### config.mk
export PLATFORM = sky130hd
export DESIGN_NAME = sd_spi_command_sender_top_flat
export DESIGN_NICKNAME = d
export VERILOG_FILES = /design/src/rtl/core/sdspi_pkg.sv /design/src/rtl/core/sdspi_if.sv /design/src/rtl/core/sdspi_engine.sv /design/src/rtl/core/sd_spi_command_sender_top.sv /design/src/flat_wrapper.sv
export SDC_FILE = /design/constraint.sdc
export NUM_CORES = 1
export LEC_CHECK = 0
export ABC_AREA = 1
export BUFFER_PORTS_ARGS = -buffer_cell sky130_fd_sc_hd__buf_2
export CORE_ASPECT_RATIO = 0.6
export CORE_UTILIZATION = 61
export DETAILED_ROUTE_END_ITERATION = 8
export PLACE_DENSITY_LB_ADDON = 0.12
export SLEW_MARGIN = 20
export SYNTH_ARGS = -nofsm -noshare
export SYNTH_HDL_FRONTEND = slang
export SYNTH_SLANG_ARGS = --single-unit
### constraint.sdc
create_clock -name clk_i -period 5.1 [get_ports clk_i]
set_input_delay 1.02 -clock clk_i [delete_from_list [all_inputs] [get_ports clk_i]]
set_output_delay 1.02 -clock clk_i [all_outputs]
set_load 0.05 [all_outputs]
### src/rtl/core/sdspi_pkg.sv
// Shared types and constants of the SD card SPI command sender.
`timescale 1ns / 1ps

package sdspi_pkg;

  localparam int unsigned OpW      = 2;
  localparam int unsigned CmdW     = 6;
  localparam int unsigned ArgW     = 32;
  localparam int unsigned ByteW    = 8;
  localparam int unsigned TimeoutW = 16;
  localparam int unsigned PollW    = 4;
  localparam int unsigned PosW     = 3;
  localparam int unsigned CfgIdxW  = 1;
  localparam int unsigned CfgDataW = 16;

  typedef enum logic [OpW-1:0] {
    OP_START = 2'd0,
    OP_XCHG  = 2'd1,
    OP_TICK  = 2'd2,
    OP_NONE  = 2'd3
  } op_e;

  typedef enum logic [2:0] {
    PH_IDLE     = 3'd0,
    PH_DESEL    = 3'd1,
    PH_SELDUMMY = 3'd2,
    PH_WAITRDY  = 3'd3,
    PH_TODESEL  = 3'd4,
    PH_SEND     = 3'd5,
    PH_DISCARD  = 3'd6,
    PH_RESP     = 3'd7
  } phase_e;

  typedef enum logic [CfgIdxW-1:0] {
    CFG_READY_TIMEOUT = 1'd0,
    CFG_POLL_LIMIT    = 1'd1
  } cfg_idx_e;

  localparam logic [CmdW-1:0]     CMD_GO_IDLE      = 6'd0;
  localparam logic [CmdW-1:0]     CMD_SEND_IF_COND = 6'd8;
  localparam logic [CmdW-1:0]     CMD_STOP         = 6'd12;
  localparam logic [CmdW-1:0]     CMD_APP          = 6'd55;
  localparam logic [ByteW-1:0]    FILL_BYTE        = 8'hFF;
  localparam logic [1:0]          START_BITS       = 2'b01;
  localparam logic [ByteW-1:0]    CRC_CMD0         = 8'h95;
  localparam logic [ByteW-1:0]    CRC_CMD8         = 8'h87;
  localparam logic [ByteW-1:0]    CRC_OTHER        = 8'h01;
  localparam logic [ByteW-1:0]    RESP_IDLE_MAX    = 8'h01;
  localparam logic [TimeoutW-1:0] TIMEOUT_RST      = 16'd500;
  localparam logic [PollW-1:0]    POLL_RST         = 4'd10;

  localparam logic [PosW-1:0] POS_ARG0 = 3'd1;
  localparam logic [PosW-1:0] POS_ARG1 = 3'd2;
  localparam logic [PosW-1:0] POS_ARG2 = 3'd3;
  localparam logic [PosW-1:0] POS_ARG3 = 3'd4;
  localparam logic [PosW-1:0] POS_CRC  = 3'd5;
  localparam logic [PosW-1:0] POS_DONE = 3'd6;

  typedef struct packed {
    logic [OpW-1:0]   operation;
    logic [CmdW-1:0]  cmd_index;
    logic             app_command;
    logic [ArgW-1:0]  argument;
    logic [ByteW-1:0] rx_byte;
  } item_t;

  typedef struct packed {
    logic [TimeoutW-1:0] ready_timeout_ms;
    logic [PollW-1:0]    response_poll_limit;
  } cfg_t;

  typedef struct packed {
    logic             valid;
    logic             kind;
    logic [ByteW-1:0] tx_byte;
    logic             chip_select_low;
    logic [ByteW-1:0] response;
    logic             ready_timed_out;
  } res_t;

endpackage

### src/rtl/core/sdspi_if.sv
// Valid/ready channels for command items and result items.
`timescale 1ns / 1ps

interface sdspi_cmd_if
  import sdspi_pkg::*;
();
  logic             valid;
  logic             ready;
  logic [OpW-1:0]   operation;
  logic [CmdW-1:0]  cmd_index;
  logic             app_command;
  logic [ArgW-1:0]  argument;
  logic [ByteW-1:0] rx_byte;

  modport source (
    output valid, operation, cmd_index, app_command, argument, rx_byte,
    input  ready
  );
  modport sink (
    input  valid, operation, cmd_index, app_command, argument, rx_byte,
    output ready
  );
endinterface

interface sdspi_res_if
  import sdspi_pkg::*;
();
  logic             valid;
  logic             ready;
  logic             kind;
  logic [ByteW-1:0] tx_byte;
  logic             chip_select_low;
  logic [ByteW-1:0] response;
  logic             ready_timed_out;

  modport source (
    output valid, kind, tx_byte, chip_select_low, response, ready_timed_out,
    input  ready
  );
  modport sink (
    input  valid, kind, tx_byte, chip_select_low, response, ready_timed_out,
    output ready
  );
endinterface

### src/rtl/core/sdspi_engine.sv
// Command sequencer: state registers and single-pass next-state logic.
`timescale 1ns / 1ps

module sdspi_engine
  import sdspi_pkg::*;
(
  input  logic  clk_i,
  input  logic  rst_ni,
  input  logic  acc_i,
  input  item_t item_i,
  input  cfg_t  cfg_i,
  output res_t  res_o
);

  phase_e              phase_q, phase_d;
  logic [CmdW-1:0]     cmd_q, cmd_d;
  logic                app_q, app_d;
  logic [ArgW-1:0]     arg_q, arg_d;
  logic [PosW-1:0]     pos_q, pos_d;
  logic [TimeoutW-1:0] rdy_cnt_q, rdy_cnt_d;
  logic [PollW-1:0]    poll_cnt_q, poll_cnt_d;
  logic                sel_q, sel_d;

  logic [CmdW-1:0]  eff_cmd;
  logic [ArgW-1:0]  eff_arg;
  logic [CmdW-1:0]  begin_cmd;
  logic             do_begin;
  logic             do_poll;
  logic [PollW-1:0] poll_left;
  res_t             res;

  always_ff @(posedge clk_i or negedge rst_ni) begin
    if (!rst_ni) begin
      phase_q    <= PH_IDLE;
      cmd_q      <= '0;
      app_q      <= 1'b0;
      arg_q      <= '0;
      pos_q      <= '0;
      rdy_cnt_q  <= '0;
      poll_cnt_q <= '0;
      sel_q      <= 1'b0;
    end else if (acc_i) begin
      phase_q    <= phase_d;
      cmd_q      <= cmd_d;
      app_q      <= app_d;
      arg_q      <= arg_d;
      pos_q      <= pos_d;
      rdy_cnt_q  <= rdy_cnt_d;
      poll_cnt_q <= poll_cnt_d;
      sel_q      <= sel_d;
    end
  end

  always_comb begin
    phase_d    = phase_q;
    cmd_d      = cmd_q;
    app_d      = app_q;
    arg_d      = arg_q;
    pos_d      = pos_q;
    rdy_cnt_d  = rdy_cnt_q;
    poll_cnt_d = poll_cnt_q;
    sel_d      = sel_q;
    res        = '0;
    do_begin   = 1'b0;
    do_poll    = 1'b0;
    begin_cmd  = cmd_q;
    poll_left  = '0;
    // the leading CMD55 always goes out with a zero argument
    eff_cmd    = app_q ? CMD_APP : cmd_q;
    eff_arg    = app_q ? '0 : arg_q;

    if (acc_i) begin
      case (op_e'(item_i.operation))
        OP_TICK: begin
          if (rdy_cnt_q != '0) begin
            rdy_cnt_d = rdy_cnt_q - 1'b1;
          end
        end
        OP_START: begin
          cmd_d     = item_i.cmd_index;
          app_d     = item_i.app_command;
          arg_d     = item_i.argument;
          pos_d     = '0;
          do_begin  = 1'b1;
          begin_cmd = item_i.app_command ? CMD_APP : item_i.cmd_index;
        end
        OP_XCHG: begin
          case (phase_q)
            PH_DESEL: begin
              sel_d     = 1'b1;
              phase_d   = PH_SELDUMMY;
              rdy_cnt_d = cfg_i.ready_timeout_ms;
              res.valid = 1'b1;
              res.tx_byte = FILL_BYTE;
            end
            PH_SELDUMMY: begin
              phase_d   = PH_WAITRDY;
              res.valid = 1'b1;
              res.tx_byte = FILL_BYTE;
            end
            PH_WAITRDY: begin
              res.valid = 1'b1;
              if (item_i.rx_byte == FILL_BYTE) begin
                phase_d     = PH_SEND;
                pos_d       = POS_ARG0;
                res.tx_byte = {START_BITS, eff_cmd};
              end else begin
                res.tx_byte = FILL_BYTE;
                if (rdy_cnt_q == '0) begin
                  sel_d   = 1'b0;
                  phase_d = PH_TODESEL;
                end
              end
            end
            PH_TODESEL: begin
              phase_d             = PH_IDLE;
              app_d               = 1'b0;
              res.valid           = 1'b1;
              res.kind            = 1'b1;
              res.response        = FILL_BYTE;
              res.ready_timed_out = 1'b1;
            end
            PH_SEND: begin
              case (pos_q)
                POS_ARG0: begin
                  pos_d = POS_ARG1;
                  res.valid = 1'b1;
                  res.tx_byte = eff_arg[31:24];
                end
                POS_ARG1: begin
                  pos_d = POS_ARG2;
                  res.valid = 1'b1;
                  res.tx_byte = eff_arg[23:16];
                end
                POS_ARG2: begin
                  pos_d = POS_ARG3;
                  res.valid = 1'b1;
                  res.tx_byte = eff_arg[15:8];
                end
                POS_ARG3: begin
                  pos_d = POS_CRC;
                  res.valid = 1'b1;
                  res.tx_byte = eff_arg[7:0];
                end
                POS_CRC: begin
                  pos_d = POS_DONE;
                  res.valid = 1'b1;
                  if (eff_cmd == CMD_GO_IDLE) begin
                    res.tx_byte = CRC_CMD0;
                  end else if (eff_cmd == CMD_SEND_IF_COND) begin
                    res.tx_byte = CRC_CMD8;
                  end else begin
                    res.tx_byte = CRC_OTHER;
                  end
                end
                default: begin
                  // CMD12 sends one stuff byte whose reply is dropped
                  if (eff_cmd == CMD_STOP) begin
                    phase_d = PH_DISCARD;
                    res.valid = 1'b1;
                    res.tx_byte = FILL_BYTE;
                  end else begin
                    do_poll = 1'b1;
                  end
                end
              endcase
            end
            PH_DISCARD: begin
              do_poll = 1'b1;
            end
            PH_RESP: begin
              poll_left = poll_cnt_q;
              if (item_i.rx_byte[ByteW-1]) begin
                if (poll_cnt_q != '0) begin
                  poll_left = poll_cnt_q - 1'b1;
                end
                poll_cnt_d = poll_left;
              end
              if (item_i.rx_byte[ByteW-1] && poll_left != '0) begin
                res.valid = 1'b1;
                res.tx_byte = FILL_BYTE;
              end else if (app_q && item_i.rx_byte <= RESP_IDLE_MAX) begin
                // CMD55 accepted: move on to the real command
                app_d     = 1'b0;
                pos_d     = '0;
                do_begin  = 1'b1;
                begin_cmd = cmd_q;
              end else begin
                phase_d      = PH_IDLE;
                app_d        = 1'b0;
                res.valid    = 1'b1;
                res.kind     = 1'b1;
                res.response = item_i.rx_byte;
              end
            end
            default: ;
          endcase
        end
        default: ;
      endcase
    end

    if (do_begin) begin
      res.valid = 1'b1;
      if (begin_cmd != CMD_STOP) begin
        sel_d       = 1'b0;
        phase_d     = PH_DESEL;
        res.tx_byte = FILL_BYTE;
      end else begin
        phase_d     = PH_SEND;
        pos_d       = POS_ARG0;
        res.tx_byte = {START_BITS, CMD_STOP};
      end
    end

    if (do_poll) begin
      poll_cnt_d  = (cfg_i.response_poll_limit == '0) ? PollW'(1)
                                                      : cfg_i.response_poll_limit;
      phase_d     = PH_RESP;
      res.valid   = 1'b1;
      res.tx_byte = FILL_BYTE;
    end

    res.chip_select_low = sel_d;
  end

  assign res_o = res;

endmodule

### src/rtl/core/sd_spi_command_sender_top.sv
// SD card SPI command sender: config registers, sequencer and result register.
`timescale 1ns / 1ps

// Accepts one item per clock: a start, an SPI byte-exchange completion or a
// millisecond tick. Each item is worked by the sequencer's combinational
// next-state logic, and its result, if any (a byte to clock out or a
// finished-command report), appears in the result register the cycle after.
// The result register lets a new item in while the last result is being
// taken; input ready drops only when that register is full and the sink is
// not ready. Feed each byte the card returns back as the next exchange item.
// Configuration writes belong to idle periods.
module sd_spi_command_sender_top
  import sdspi_pkg::*;
(
  input  logic                clk_i,
  input  logic                rst_ni,
  sdspi_cmd_if.sink           cmd_i,
  sdspi_res_if.source         res_o,
  input  logic                cfg_we_i,
  input  logic [CfgIdxW-1:0]  cfg_index_i,
  input  logic [CfgDataW-1:0] cfg_wdata_i
);

  cfg_t  cfg_q;
  item_t item;
  res_t  eng_res;
  res_t  res_q;
  logic  res_valid_q;
  logic  acc;

  always_ff @(posedge clk_i or negedge rst_ni) begin
    if (!rst_ni) begin
      cfg_q.ready_timeout_ms    <= TIMEOUT_RST;
      cfg_q.response_poll_limit <= POLL_RST;
    end else if (cfg_we_i) begin
      case (cfg_idx_e'(cfg_index_i))
        CFG_READY_TIMEOUT: cfg_q.ready_timeout_ms    <= cfg_wdata_i[TimeoutW-1:0];
        CFG_POLL_LIMIT:    cfg_q.response_poll_limit <= cfg_wdata_i[PollW-1:0];
        default: ;
      endcase
    end
  end

  assign cmd_i.ready = !res_valid_q || res_o.ready;
  assign acc         = cmd_i.valid && cmd_i.ready;

  assign item.operation   = cmd_i.operation;
  assign item.cmd_index   = cmd_i.cmd_index;
  assign item.app_command = cmd_i.app_command;
  assign item.argument    = cmd_i.argument;
  assign item.rx_byte     = cmd_i.rx_byte;

  sdspi_engine u_engine (
    .clk_i  (clk_i),
    .rst_ni (rst_ni),
    .acc_i  (acc),
    .item_i (item),
    .cfg_i  (cfg_q),
    .res_o  (eng_res)
  );

  always_ff @(posedge clk_i or negedge rst_ni) begin
    if (!rst_ni) begin
      res_valid_q <= 1'b0;
    end else if (acc) begin
      res_valid_q <= eng_res.valid;
    end else if (res_o.ready) begin
      res_valid_q <= 1'b0;
    end
  end

  // payload: load only when a new beat carries a result
  always_ff @(posedge clk_i) begin
    if (acc && eng_res.valid) begin
      res_q <= eng_res;
    end
  end

  assign res_o.valid           = res_valid_q;
  assign res_o.kind            = res_q.kind;
  assign res_o.tx_byte         = res_q.tx_byte;
  assign res_o.chip_select_low = res_q.chip_select_low;
  assign res_o.response        = res_q.response;
  assign res_o.ready_timed_out = res_q.ready_timed_out;

`ifndef SYNTHESIS
  a_no_overwrite: assert property (@(posedge clk_i) disable iff (!rst_ni)
    (res_valid_q && !res_o.ready) |-> !cmd_i.ready)
    else $error("result register would be overwritten while stalled");

  a_tick_silent: assert property (@(posedge clk_i) disable iff (!rst_ni)
    (acc && cmd_i.operation == OP_TICK) |=> !res_valid_q)
    else $error("tick produced a result");

  a_timeout_report: assert property (@(posedge clk_i) disable iff (!rst_ni)
    (res_valid_q && res_o.ready_timed_out) |->
      (res_o.kind && res_o.response == FILL_BYTE && !res_o.chip_select_low))
    else $error("timeout report malformed");

  a_byte_clean: assert property (@(posedge clk_i) disable iff (!rst_ni)
    (res_valid_q && !res_o.kind) |->
      (res_o.response == '0 && !res_o.ready_timed_out))
    else $error("byte result carries report fields");

  a_finish_clean: assert property (@(posedge clk_i) disable iff (!rst_ni)
    (res_valid_q && res_o.kind) |-> (res_o.tx_byte == '0))
    else $error("finish result carries a tx byte");
`endif

endmodule
### src/flat_wrapper.sv
// flat-port wrapper written by rule: the top's interface ports become plain ports
module sd_spi_command_sender_top_flat import sdspi_pkg::*;
  (clk_i, rst_ni, cfg_we_i, cfg_index_i, cfg_wdata_i, cmd_i_valid, cmd_i_operation, cmd_i_cmd_index, cmd_i_app_command, cmd_i_argument, cmd_i_rx_byte, cmd_i_ready, res_o_valid, res_o_kind, res_o_tx_byte, res_o_chip_select_low, res_o_response, res_o_ready_timed_out, res_o_ready);
  sdspi_cmd_if cmd_i_i ();
  sdspi_res_if res_o_i ();
  input  logic clk_i;
  input  logic rst_ni;
  input  logic cfg_we_i;
  input  logic [CfgIdxW-1:0] cfg_index_i;
  input  logic [CfgDataW-1:0] cfg_wdata_i;
  input wire logic [$bits(cmd_i_i.valid)-1:0] cmd_i_valid;
  input wire logic [$bits(cmd_i_i.operation)-1:0] cmd_i_operation;
  input wire logic [$bits(cmd_i_i.cmd_index)-1:0] cmd_i_cmd_index;
  input wire logic [$bits(cmd_i_i.app_command)-1:0] cmd_i_app_command;
  input wire logic [$bits(cmd_i_i.argument)-1:0] cmd_i_argument;
  input wire logic [$bits(cmd_i_i.rx_byte)-1:0] cmd_i_rx_byte;
  output wire logic [$bits(cmd_i_i.ready)-1:0] cmd_i_ready;
  output wire logic [$bits(res_o_i.valid)-1:0] res_o_valid;
  output wire logic [$bits(res_o_i.kind)-1:0] res_o_kind;
  output wire logic [$bits(res_o_i.tx_byte)-1:0] res_o_tx_byte;
  output wire logic [$bits(res_o_i.chip_select_low)-1:0] res_o_chip_select_low;
  output wire logic [$bits(res_o_i.response)-1:0] res_o_response;
  output wire logic [$bits(res_o_i.ready_timed_out)-1:0] res_o_ready_timed_out;
  input wire logic [$bits(res_o_i.ready)-1:0] res_o_ready;
  assign cmd_i_i.valid = cmd_i_valid;
  assign cmd_i_i.operation = cmd_i_operation;
  assign cmd_i_i.cmd_index = cmd_i_cmd_index;
  assign cmd_i_i.app_command = cmd_i_app_command;
  assign cmd_i_i.argument = cmd_i_argument;
  assign cmd_i_i.rx_byte = cmd_i_rx_byte;
  assign cmd_i_ready = cmd_i_i.ready;
  assign res_o_valid = res_o_i.valid;
  assign res_o_kind = res_o_i.kind;
  assign res_o_tx_byte = res_o_i.tx_byte;
  assign res_o_chip_select_low = res_o_i.chip_select_low;
  assign res_o_response = res_o_i.response;
  assign res_o_ready_timed_out = res_o_i.ready_timed_out;
  assign res_o_i.ready = res_o_ready;
  sd_spi_command_sender_top u_core (.clk_i(clk_i), .rst_ni(rst_ni), .cmd_i(cmd_i_i), .res_o(res_o_i), .cfg_we_i(cfg_we_i), .cfg_index_i(cfg_index_i), .cfg_wdata_i(cfg_wdata_i));
endmodule
==> results.md, run 1 <==
* Run status: complete, no violations
* Initial antenna violation count at 0
* Reg2Reg Depth at 7
* Hold Path End: u_core.cfg_q[11]$_DFFE_PN1P_
* Grt ovf at 0
* Pwr/cell area at about 460 mW/mm²
* Worst-path fanout max at 19
* Max-cap check violation count at 0
* Setup repair bufs after CTS at 0
* Mapped Avg Cell Area at just under 8 µm²
* Worst hold start: u_core.cfg_q[11]$_DFFE_PN1P_
* CTS tree: yes
* Min-delay worst type: reg -> reg
* NumNets Final at approximately 900
* Ys async rst share at 82.1%
* R2R setup slack at roughly 2.3 ns
* Worst-Margin Slew at just under 0.9 ns
* Clock Tree Buf Depth at 2
* Area Growth Syn to Fin at 14.2%
* Die W at 128 µm
* Cell Rows at 27
* Die height at a little under 80 µm
* Drt first pass iters at 8
* CP endpoint kind: flop
* Average vias per placed instance at 5.54
* Final std cells w/o fill at 965
* Share of layout cells above drive strength 1 at between 10% and 20%
* Syn Std Cell Area at between 0.005 and 0.006 mm²
* WP data required at around 5.1 ns
* Setup tns final at 0 ns
* # resized after CTS at 0
* Number of synthesized flops with an enable pin at 19
* Top Ports at 92
* # diodes at 0
* Worst-Skew Late Latency at about 0.35 ns
* Hold buffers post-CTS at 0
* CP Class: in -> reg
* Post-synth top flop: dfrtp_1
* Drt wl/cell at roughly 14 µm
* FF-to-FF Start: u_core.u_engine.app_q$_DFFE_PN0P_
* Syn Inst Count at ~750
* Yosys warnings at 0
* Wirelength, routed at about 14 mm
* Final setup vio count at 0
* Initial Util at a little over three fifths
* Seq cells post-synth at roughly 110
* Final Max Slew Viols at 0
* RSZ-0062 raised after global routing: no
* CTS Buf Count at 9
* Post-layout minimum cycle time at ~3 ns
* CP Launch Type: primary input
* Vias in the first global route at about 5000
* Worst r2r dst: u_core.res_o.tx_byte[5]$_SDFFCE_PP1P_
* Root Buffer: clkbuf_16
* CP arrival at a little under 3 ns
* Overall global routing resource usage at 29.9%
* DR DRC count at 0
* IO Port Bufs at 91
* CTS H-tree depth at 3
* Hold depth at 2
* VDD IR-drop max at around 0.00023 V
* Placed Cells at ~950
* Core area at between 0.009 and 0.01 mm²
* Largest net degree at the start of global routing at 50
* Vias at around 5300
* First DRT Iteration DRCs at ~470
* Endpoints failing hold at 0
* Post-synth net total at 821
* Leakage power at 3.30 nW
* Number of clock sinks at around 110
* Post-synth cell types at 44
* Post-DP HPWL at 10.1 mm
* Max_slew headroom at between 40% and 50%
* Die area at 0.00989 mm²
* Routability congestion estimate at 0.972
* Crit share post-route at roughly three fifths
* Clk_skew at between 0.008 and 0.009 ns
* Sequential element share of the synthesized area at 47.7%
* DRT antenna net count at 0
* FMAX at roughly 330 MHz
* First-pass GRT wire length at 23.3 mm
* Worst-path clk slew at 0.07 ns
[layout by cell type, fill, tap and decap left out, drive strengths merged, types with 2 or more instances in the layout]
cell / Yosys / routed
o22ai: 2 / 2
a21boi: 2 / 2
a22oi: 2 / 2
nand3: 64 / 64
buf: 12 / 93
a31oi: 4 / 4
clkinv: 1 / 4
nor3: 6 / 6
ha: 2 / 2
o21ai: 77 / 77
edfxtp: 19 / 19
inv: 86 / 89
xor2: 3 / 3
nand4: 20 / 20
or2: 2 / 2
o21a: 4 / 4
nor2: 72 / 72
clkbuf: 10 / 9
a21oi: 20 / 20
mux2: 4 / 4
nand2: 235 / 235
o211ai: 11 / 11
dfstp: 8 / 8
dfrtp: 79 / 79
[per-stage QoR]
step / setup slack, ns / cell area, µm² / util (%) / hold slack, ns / total power [mW]
CTS: 2.14 / 6610 / 71.9 / 0.487 / 3.03
global route: 1.88 / 6610 / 71.9 / 0.506 / 3.25
global placement: 1.91 / 6300 / 68.5 / 0.461 / 2.26
floorplan: 2.25 / 5790 / - / 0.446 / 2.04
detailed placement: 1.78 / 6300 / 68.5 / 0.468 / 2.31
finish: 2.10 / 6610 / 71.9 / 0.481 / 3.04
[per-layer routing]
metal	GRT usage, %	up-vias	share of wire [%]
li1	-	2600	-
met1	43.7	2469	47
met2	44.9	254	43
met3	6.76	24	8.2
met4	7.65	0	1.2
met5	0	-	0
[synth_stat cells (all sizes together), types with 10 or more instances]
cell,count,share of area [%]
clkbuf,10,0.65
nor2,72,5.0
nand3,64,5.9
a21oi,20,2.1
o21ai,77,7.1
o211ai,11,1.6
nand2,235,16
dfrtp,79,34
inv,86,5.6
edfxtp,19,9.9
nand4,20,2.3
buf,12,1.5
[sequential cells by signal (all words and copies together) (netlist names), 3 cells and up]
name and cells:
u_core.cfg_q 20, u_core.res_o.response 8, u_core.res_o.tx_byte 8, u_core.u_engine.arg_q 32, u_core.u_engine.cmd_q 6, u_core.u_engine.phase_q 3, u_core.u_engine.poll_cnt_q 4, u_core.u_engine.pos_q 3
u_core.u_engine.rdy_cnt_q 16
[power by group]
part           switching (mW)  internal [mW]
sequential              0.176           1.09
combinational           0.721          0.345
clock                   0.324          0.390
[cell families after synthesis]
| logic type | synth area share (%) |
|---|---|
| and+or+nand+nor | 30.3 |
| buffers and inverters | 7.76 |
| xor gates and xnor gates | 0.454 |
| adders and majority gates | 0.432 |
| muxes | 0.778 |
| DFF | 47.7 |
| AOI/OAI and AO/OA | 12.7 |
[cell type report]
| cell class | instances | area [µm²] |
|---|---|---|
| sequential | 106 | 2760 |
| fill | 738 | 2580 |
| multi-input combinational | 533 | 2580 |
| timing repair buffer | 93 | 473 |
| inverter | 87 | 327 |
| clock buffer | 9 | 225 |
| tap | 130 | 163 |
| clock inverter | 7 | 85.1 |
[worst max-delay path by stage]
stage / startpoint / to / slack (ns) / cells after the start
detailed placement: cmd_i_operation[0] / u_core.res_o.chip_select_low$_DFFE_PP_ / 1.78 / 9
global placement: cmd_i_operation[0] / u_core.res_o.tx_byte[0]$_SDFFCE_PP1P_ / 1.91 / 9
CTS: cmd_i_operation[0] / u_core.res_o.tx_byte[5]$_SDFFCE_PP1P_ / 2.14 / 9
global route: cmd_i_operation[0] / u_core.res_o.tx_byte[1]$_SDFFCE_PP1P_ / 1.88 / 9
finish: cmd_i_operation[0] / u_core.res_o.tx_byte[5]$_SDFFCE_PP1P_ / 2.10 / 9
floorplan: res_o_ready / u_core.res_o.chip_select_low$_DFFE_PP_ / 2.25 / 10
[worst max-delay path, stage by stage]
cell	delay (ns)
buf_2	0.11
inv_1	0.06
nor2_2	0.43
nand2_2	0.21
inv_2	0.20
nand2_2	0.12
nor2_1	0.14
a21oi_1	0.07
nand2_1	0.59
No activity file was read; power rests on OpenSTA's default activity.
==> run 2, diff against run 1 <==
- CORE_UTILIZATION: 61 -> 52
- clock period: 5.1 -> 2.7 ns (I/O delays scaled with it)
==> results.md, run 2 (synthesis results as in run 1) <==
* Run status: finished with violations
* Failing checks: design-rule violations
* Setup tns final at 0 ns (unchanged)
* Worst-Margin Slew at 0.736 ns (-0.130 ns)
* Clk_skew at 0.00685 ns (-0.00185 ns)
* First-pass GRT wire length at 24.6 mm (+5.2%)
* RSZ-0062 raised after global routing: no
* Worst-path cell chain: inv_1, ha_1, nand3_1, nor2_2, nand4_2, nor2_2, a21oi_4, buf_4, o211ai_1, nand2_1
* Top Ports at 92 (unchanged)
* Post-layout minimum cycle time at between 2 and 2.5 ns
* Pwr/cell area at 857 mW/mm² (+86%)
* Average vias per placed instance at 5.42 (-2.3%)
* Post-DP HPWL at 11.1 mm (+9.8%)
* Cell Rows at 29 (+7.4%)
* Final setup vio count at 0 (unchanged)
* CP dominant cell by count: nor2_2
* Area Growth Syn to Fin at 16.6%
* NumNets Final at 915 (+1.3%)
* Commonest non-fill, non-tap cells in the layout: nand2_1, buf_2, dfrtp_1
* Worst-path clk slew at 0.07 ns (about the same)
* Root Buffer: clkbuf_16
* Slowest cell on the critical path: dfrtp_1
* WP data required at 2.93 ns (-2.14 ns)
* Vias at 5340 (-0.13%)
* Worst-path fanout max at 15 (-4)
* Max-cap check violation count at 0 (unchanged)
* Net Switching at 2.28 mW (+87%)
* Drt wl/cell at 14.8 µm (+2.5%)
* DR DRC count at 14 (+14)
* Initial Util at 54.1% (-8.9 points)
* First DRT Iteration DRCs at 545 (+16%)
* Final Max Slew Viols at 0 (unchanged)
* VDD IR-drop max at 0.000464 V (+100%)
* Routability congestion estimate at 0.947 (-2.5%)
* CP Class: reg -> reg
* Setup repair bufs after CTS at 0 (unchanged)
* Leakage power at 3.37 nW (+2.2%)
* Drt first pass iters at 7 (-1)
* Top Registers: u_core.u_engine.arg_q: 32 flops, u_core.cfg_q: 20 flops, u_core.u_engine.rdy_cnt_q: 16 flops
* Number of clock sinks at 106 (unchanged)
* Post-layout util at 63.0% (-8.9 points)
* Hold buffers post-CTS at 0 (unchanged)
* # diodes at 0 (unchanged)
* Max_slew headroom at 50.8% (+8.6 points)
* Die height at 83.7 µm (+8.1%)
* Flop pwr share at 41.2% (-0.3 points)
* DRT antenna net count at 0 (unchanged)
* Min-delay worst type: in -> async
* Worst-Skew Late Latency at 0.35 ns (about the same)
* Crit. Startpoint: u_core.u_engine.rdy_cnt_q[1]$_DFFE_PN0P_
* Die area at 0.0116 mm² (+17%)
* Vias in the first global route at 5014 (+1.9%)
* # fillers at 936 (+27%)
* FMAX at about 450 MHz
* Wirelength, routed at 14.6 mm (+4.8%)
* CTS Buf Count at 9 (unchanged)
* CP Launch Type: flop
* CTS H-tree depth at 3 (unchanged)
* Largest Register: u_core.u_engine.arg_q
* FF-to-FF Start: u_core.u_engine.rdy_cnt_q[1]$_DFFE_PN0P_
* Largest register FFs at 32 (unchanged)
* CP max stage delay at 0.37 ns (-0.22 ns)
* Design Area, Final at 0.00675 mm² (+2.1%)
* Switching Share at 39.5% (-0.67 points)
* Grt ovf at 0 (unchanged)
* # resized after CTS at 0 (unchanged)
* Share of layout cells above drive strength 1 at 20.3% (+1.0 points)
* CP endpoint kind: flop
* Largest net degree at the start of global routing at 50 (unchanged)
* Die W at 138 µm (+8.2%)
* Overall global routing resource usage at 26.9% (-2.9 points)
* Post-DP Area at 0.00644 mm² (+2.2%)
* IO Port Bufs at 91 (unchanged)
* WHS at 0.191 ns (-0.290 ns)
* Combinational share of power at 35.3% (+0.3 points)
* Endpoints failing hold at 0 (unchanged)
* Crit share post-route at 82.0%
* Final Power at 5.78 mW (+90%)
* Core area at 0.0107 mm² (+16%)
* Clock Tree Buf Depth at 2 (unchanged)
* CP arrival at 2.45 ns (-0.52 ns)
* Initial antenna violation count at 0 (unchanged)
* Commonest non-fill, non-tap cell in the layout: nand2_1
* CTS tree: yes
* Int Power at 3.50 mW (+92%)
* Clock share of power at 23.5% (about the same)
==> run 2: cell count changes in the layout (fill, tap and decap cells not counted), sizes merged <==
cell and change:
inv -1, clkinv -1, buf +12, clkbuf +2
==> run 2: final timing paths <==
| kind | slack, ns | depth (start not counted) | to |
|---|---|---|---|
| max in group asynchronous | 1.83 | 2 | u_core.cfg_q[10]$_DFFE_PN1P_ |
| hold reg to reg | 0.47 | 2 | u_core.cfg_q[11]$_DFFE_PN1P_ |
| hold / removal | 0.19 | 1 | u_core.u_engine.arg_q[23]$_DFFE_PN0P_ |
| setup / recovery | 0.49 | 10 | u_core.u_engine.rdy_cnt_q[9]$_DFFE_PN0P_ |
| setup reg to reg | 0.49 | 10 | u_core.u_engine.rdy_cnt_q[9]$_DFFE_PN0P_ |
| min in group clk_i | 0.38 | 3 | u_core.u_engine.arg_q[2]$_DFFE_PN0P_ |
==> run 2: layout make-up <==
class | count | area (µm²) | area share [%]
flip-flops and latches | 106 | 2760 | 40.9
multi-input cells | 533 | 2580 | 38.2
repair buffers | 105 | 601 | 8.90
inverters | 87 | 327 | 4.84
clock buffers | 11 | 246 | 3.65
well taps | 139 | 174 | 2.58
clock inverters | 5 | 61.3 | 0.909
==> run 2: per-stage QoR <==
stage               std cells  setup slack (ns)
floorplan                 748             0.242
global placement          970             0.552
detailed placement        970             0.492
CTS                       986             0.547
global route              986             0.377
finish                    986             0.487
==> run 2: power by group through the flow <==
stage	Sequential, mW	Combinational, mW	Clock (mW)
finish	2.38	2.04	1.36
global route	2.43	2.31	1.45
CTS	2.37	2.03	1.39
detailed placement	2.40	2.01	0
global placement	2.39	1.97	0
floorplan	2.43	1.43	0
==> run 2: worst max-delay path: cells and delay by family, from the launching register on <==
family | cells | cell delay (ns)
adders and majority gates | 1 | 0.19
and+or+nand+nor | 5 | 0.90
DFF | 1 | 0.37
buffers and inverters | 2 | 0.34
AOI/OAI and AO/OA | 2 | 0.28
==> run 2: per-layer routing <==
layer,share of wire (%),GRT usage [%],vias up
met4,1.1,6.84,0
met3,7.3,5.11,14
li1,-,-,2637
met5,0,0,-
met2,41,39.2,204
met1,50,41.1,2485
==> run 3, diff against run 2 <==
- CORE_UTILIZATION: 52 -> 57
- clock period: 2.7 -> 2.23 ns (I/O delays scaled with it)
==> results.md, run 3 (synthesis results as in run 1) <==
* GR peak layer: met2
* Area Growth Syn to Fin at 17.6%
* Grt ovf at 0 (unchanged)
* First-pass GRT wire length at 24.3 mm (-1.1%)
* FF-to-FF Start: u_core.u_engine.phase_q[1]$_DFFE_PN0P_
* Worst hold start: cmd_i_argument[2]
* Largest register FFs at 32 (unchanged)
* Multi-input logic area at 0.00260 mm² (+0.82%)
* Number of clock sinks at 106 (unchanged)
* RSZ-0062 raised after global routing: no
* Top Registers: u_core.u_engine.arg_q: 32 flops, u_core.cfg_q: 20 flops, u_core.u_engine.rdy_cnt_q: 16 flops
* Largest net degree at the start of global routing at 67 (+34%)
* Core area at 0.00984 mm² (-8.0%)
* Final setup vio count at 0 (unchanged)
* Run status: complete, no violations
* Commonest non-fill, non-tap cell in the layout: nand2_1
* WP data required at 2.24 ns (-0.69 ns)
* Root Buffer: clkbuf_16
* Final Max Slew Viols at 0 (unchanged)
* VDD IR-drop max at 0.000560 V (+21%)
* Largest Register: u_core.u_engine.arg_q
* Worst-path clk slew at 0.07 ns (about the same)
* FMAX at 479 MHz (+5.9%)
* Net Switching at 2.78 mW (+22%)
* # fillers at 796 (-15%)
* Top Ports at 92 (unchanged)
* Int Power at 4.21 mW (+20%)
* Setup repair bufs after CTS at 0 (unchanged)
* Commonest non-fill, non-tap cells in the layout: nand2_1, buf_2, dfrtp_1
* Post-DP HPWL at 10.8 mm (-2.4%)
* NumNets Final at 924 (+0.98%)
* Clock share of power at 22.6% (-0.9 points)
* Die area at 0.0106 mm² (-8.6%)
* Vias at 5388 (+0.90%)
* Clk_skew at 0.00780 ns (+0.000945 ns)
* First DRT Iteration DRCs at 493 (-9.5%)
* Die height at 80.0 µm (-4.4%)
* Max_slew headroom at 65.0% (+14 points)
* Max-cap check violation count at 0 (unchanged)
* CTS Buf Count at 9 (unchanged)
* Worst-path fanout max at 19 (+4)
* Min-delay worst type: in -> reg
* Cell Rows at 28 (-3.4%)
* CP Class: reg -> reg
* Met3 Use GR at 6.29% (+1.2 points)
* Leakage power at 3.40 nW (+0.78%)
* Initial Util at 58.8% (+4.7 points)
* CP endpoint kind: flop
* Wirelength, routed at 14.6 mm (-0.14%)
* Drt wl/cell at 14.7 µm (-0.64%)
* Crit. Startpoint: u_core.u_engine.phase_q[1]$_DFFE_PN0P_
* Routability congestion estimate at 0.877 (-7.4%)
* DR DRC count at 0 (-14)
* Placed Cells at 974 (+0.41%)
* Worst-Skew Late Latency at 0.35 ns (about the same)
* Flop pwr share at 41.3% (about the same)
* Initial antenna violation count at 0 (unchanged)
* Drt first pass iters at 5 (-2)
* Die W at 132 µm (-4.4%)
* Endpoints failing hold at 0 (unchanged)
* Clock Tree Buf Depth at 2 (unchanged)
* DRT antenna net count at 0 (unchanged)
* Worst-Margin Slew at 0.524 ns (-0.212 ns)
* GR Util met1 at 43.1% (+2.1 points)
* Final std cells w/o fill at 991 (+0.51%)
* # diodes at 0 (unchanged)
* Pwr/cell area at 1030 mW/mm² (+20%)
* Crit share post-route at 93.7% (+12 points)
* Register area at 0.00276 mm² (unchanged)
* Switching Share at 39.8% (+0.30 points)
* CP Launch Type: flop
* GR Util met2 at 44.6% (+5.4 points)
* IO Port Bufs at 91 (unchanged)
* Setup tns final at 0 ns (unchanged)
* Share of layout cells above drive strength 1 at 20.8% (+0.49 points)
* CTS H-tree depth at 3 (unchanged)
* CTS tree: yes
* CP arrival at 2.10 ns (-0.35 ns)
* Overall global routing resource usage at 29.4% (+2.5 points)
* Vias in the first global route at 4971 (-0.86%)
* Combinational share of power at 36.2% (+0.9 points)
* Post-layout minimum cycle time at 2.09 ns (-0.123 ns)
* Average vias per placed instance at 5.44 (+0.39%)
==> run 3: what timing repair did <==
action,in CTS,in global routing
endpoints found under the setup margin,0,10
hold endpoints to repair,21,0
gates resized for setup,0,3
hold buffers,1,0
==> run 3: final cells by class <==
type	count	area share [%]
clock buffers	12	3.48
multi-input cells	533	38.2
inverters	87	4.80
repair buffers	114	9.68
clock inverters	4	0.791
well taps	135	2.48
flip-flops and latches	106	40.5
==> run 3: worst paths after layout <==
kind	endpoint	slack (ns)	cells past startpoint
max	u_core.res_o.tx_byte[1]$_SDFFCE_PP1P_	0.14	7
min	u_core.u_engine.arg_q[2]$_DFFE_PN0P_	0.29	3
max reg2reg	u_core.res_o.tx_byte[1]$_SDFFCE_PP1P_	0.14	7
min reg2reg	u_core.cfg_q[9]$_DFFE_PN1P_	0.48	2
max in group asynchronous	u_core.cfg_q[1]$_DFFE_PN1P_	1.01	3
min in group asynchronous	u_core.u_engine.arg_q[9]$_DFFE_PN0P_	0.52	2
==> run 3: critical path, stage by stage, from the launching register on <==
cell     delay (ns)
dfrtp_1        0.56
nor2_1         0.09
nand2_1        0.10
nand2_1        0.09
nor2_1         0.24
nand4_1        0.13
a21oi_1        0.24
nand2_2        0.30
==> run 3: per-stage QoR <==
stage	utilization [%]	instance area (µm²)	setup WS, ns	hold slack [ns]	total power [mW]
2_1_floorplan	-	5790	0.0426	0.150	4.68
3_3_place_gp	65.9	6490	0.196	0.354	5.27
3_5_place_dp	65.9	6490	0.117	0.355	5.37
4_1_cts	69.0	6790	0.166	0.284	6.96
5_1_grt	69.1	6800	0.0000393	0.300	7.46
6_report	69.1	6800	0.140	0.290	6.99
==> run 3: power groups by stage <==
stage / logic, mW / clock network (mW) / registers [mW]
after floorplan: 1.74 / 0 / 2.94
after global placement: 2.39 / 0 / 2.88
after detailed placement: 2.47 / 0 / 2.90
after CTS: 2.48 / 1.59 / 2.88
after global routing: 2.84 / 1.67 / 2.94
final: 2.53 / 1.58 / 2.89
==> run 3: layer usage <==
layer / routed length (µm) / part of all wire [%]
met1: 6910 / 47
met2: 6330 / 43
met3: 1190 / 8.2
met4: 132 / 0.91
met5: 0 / 0
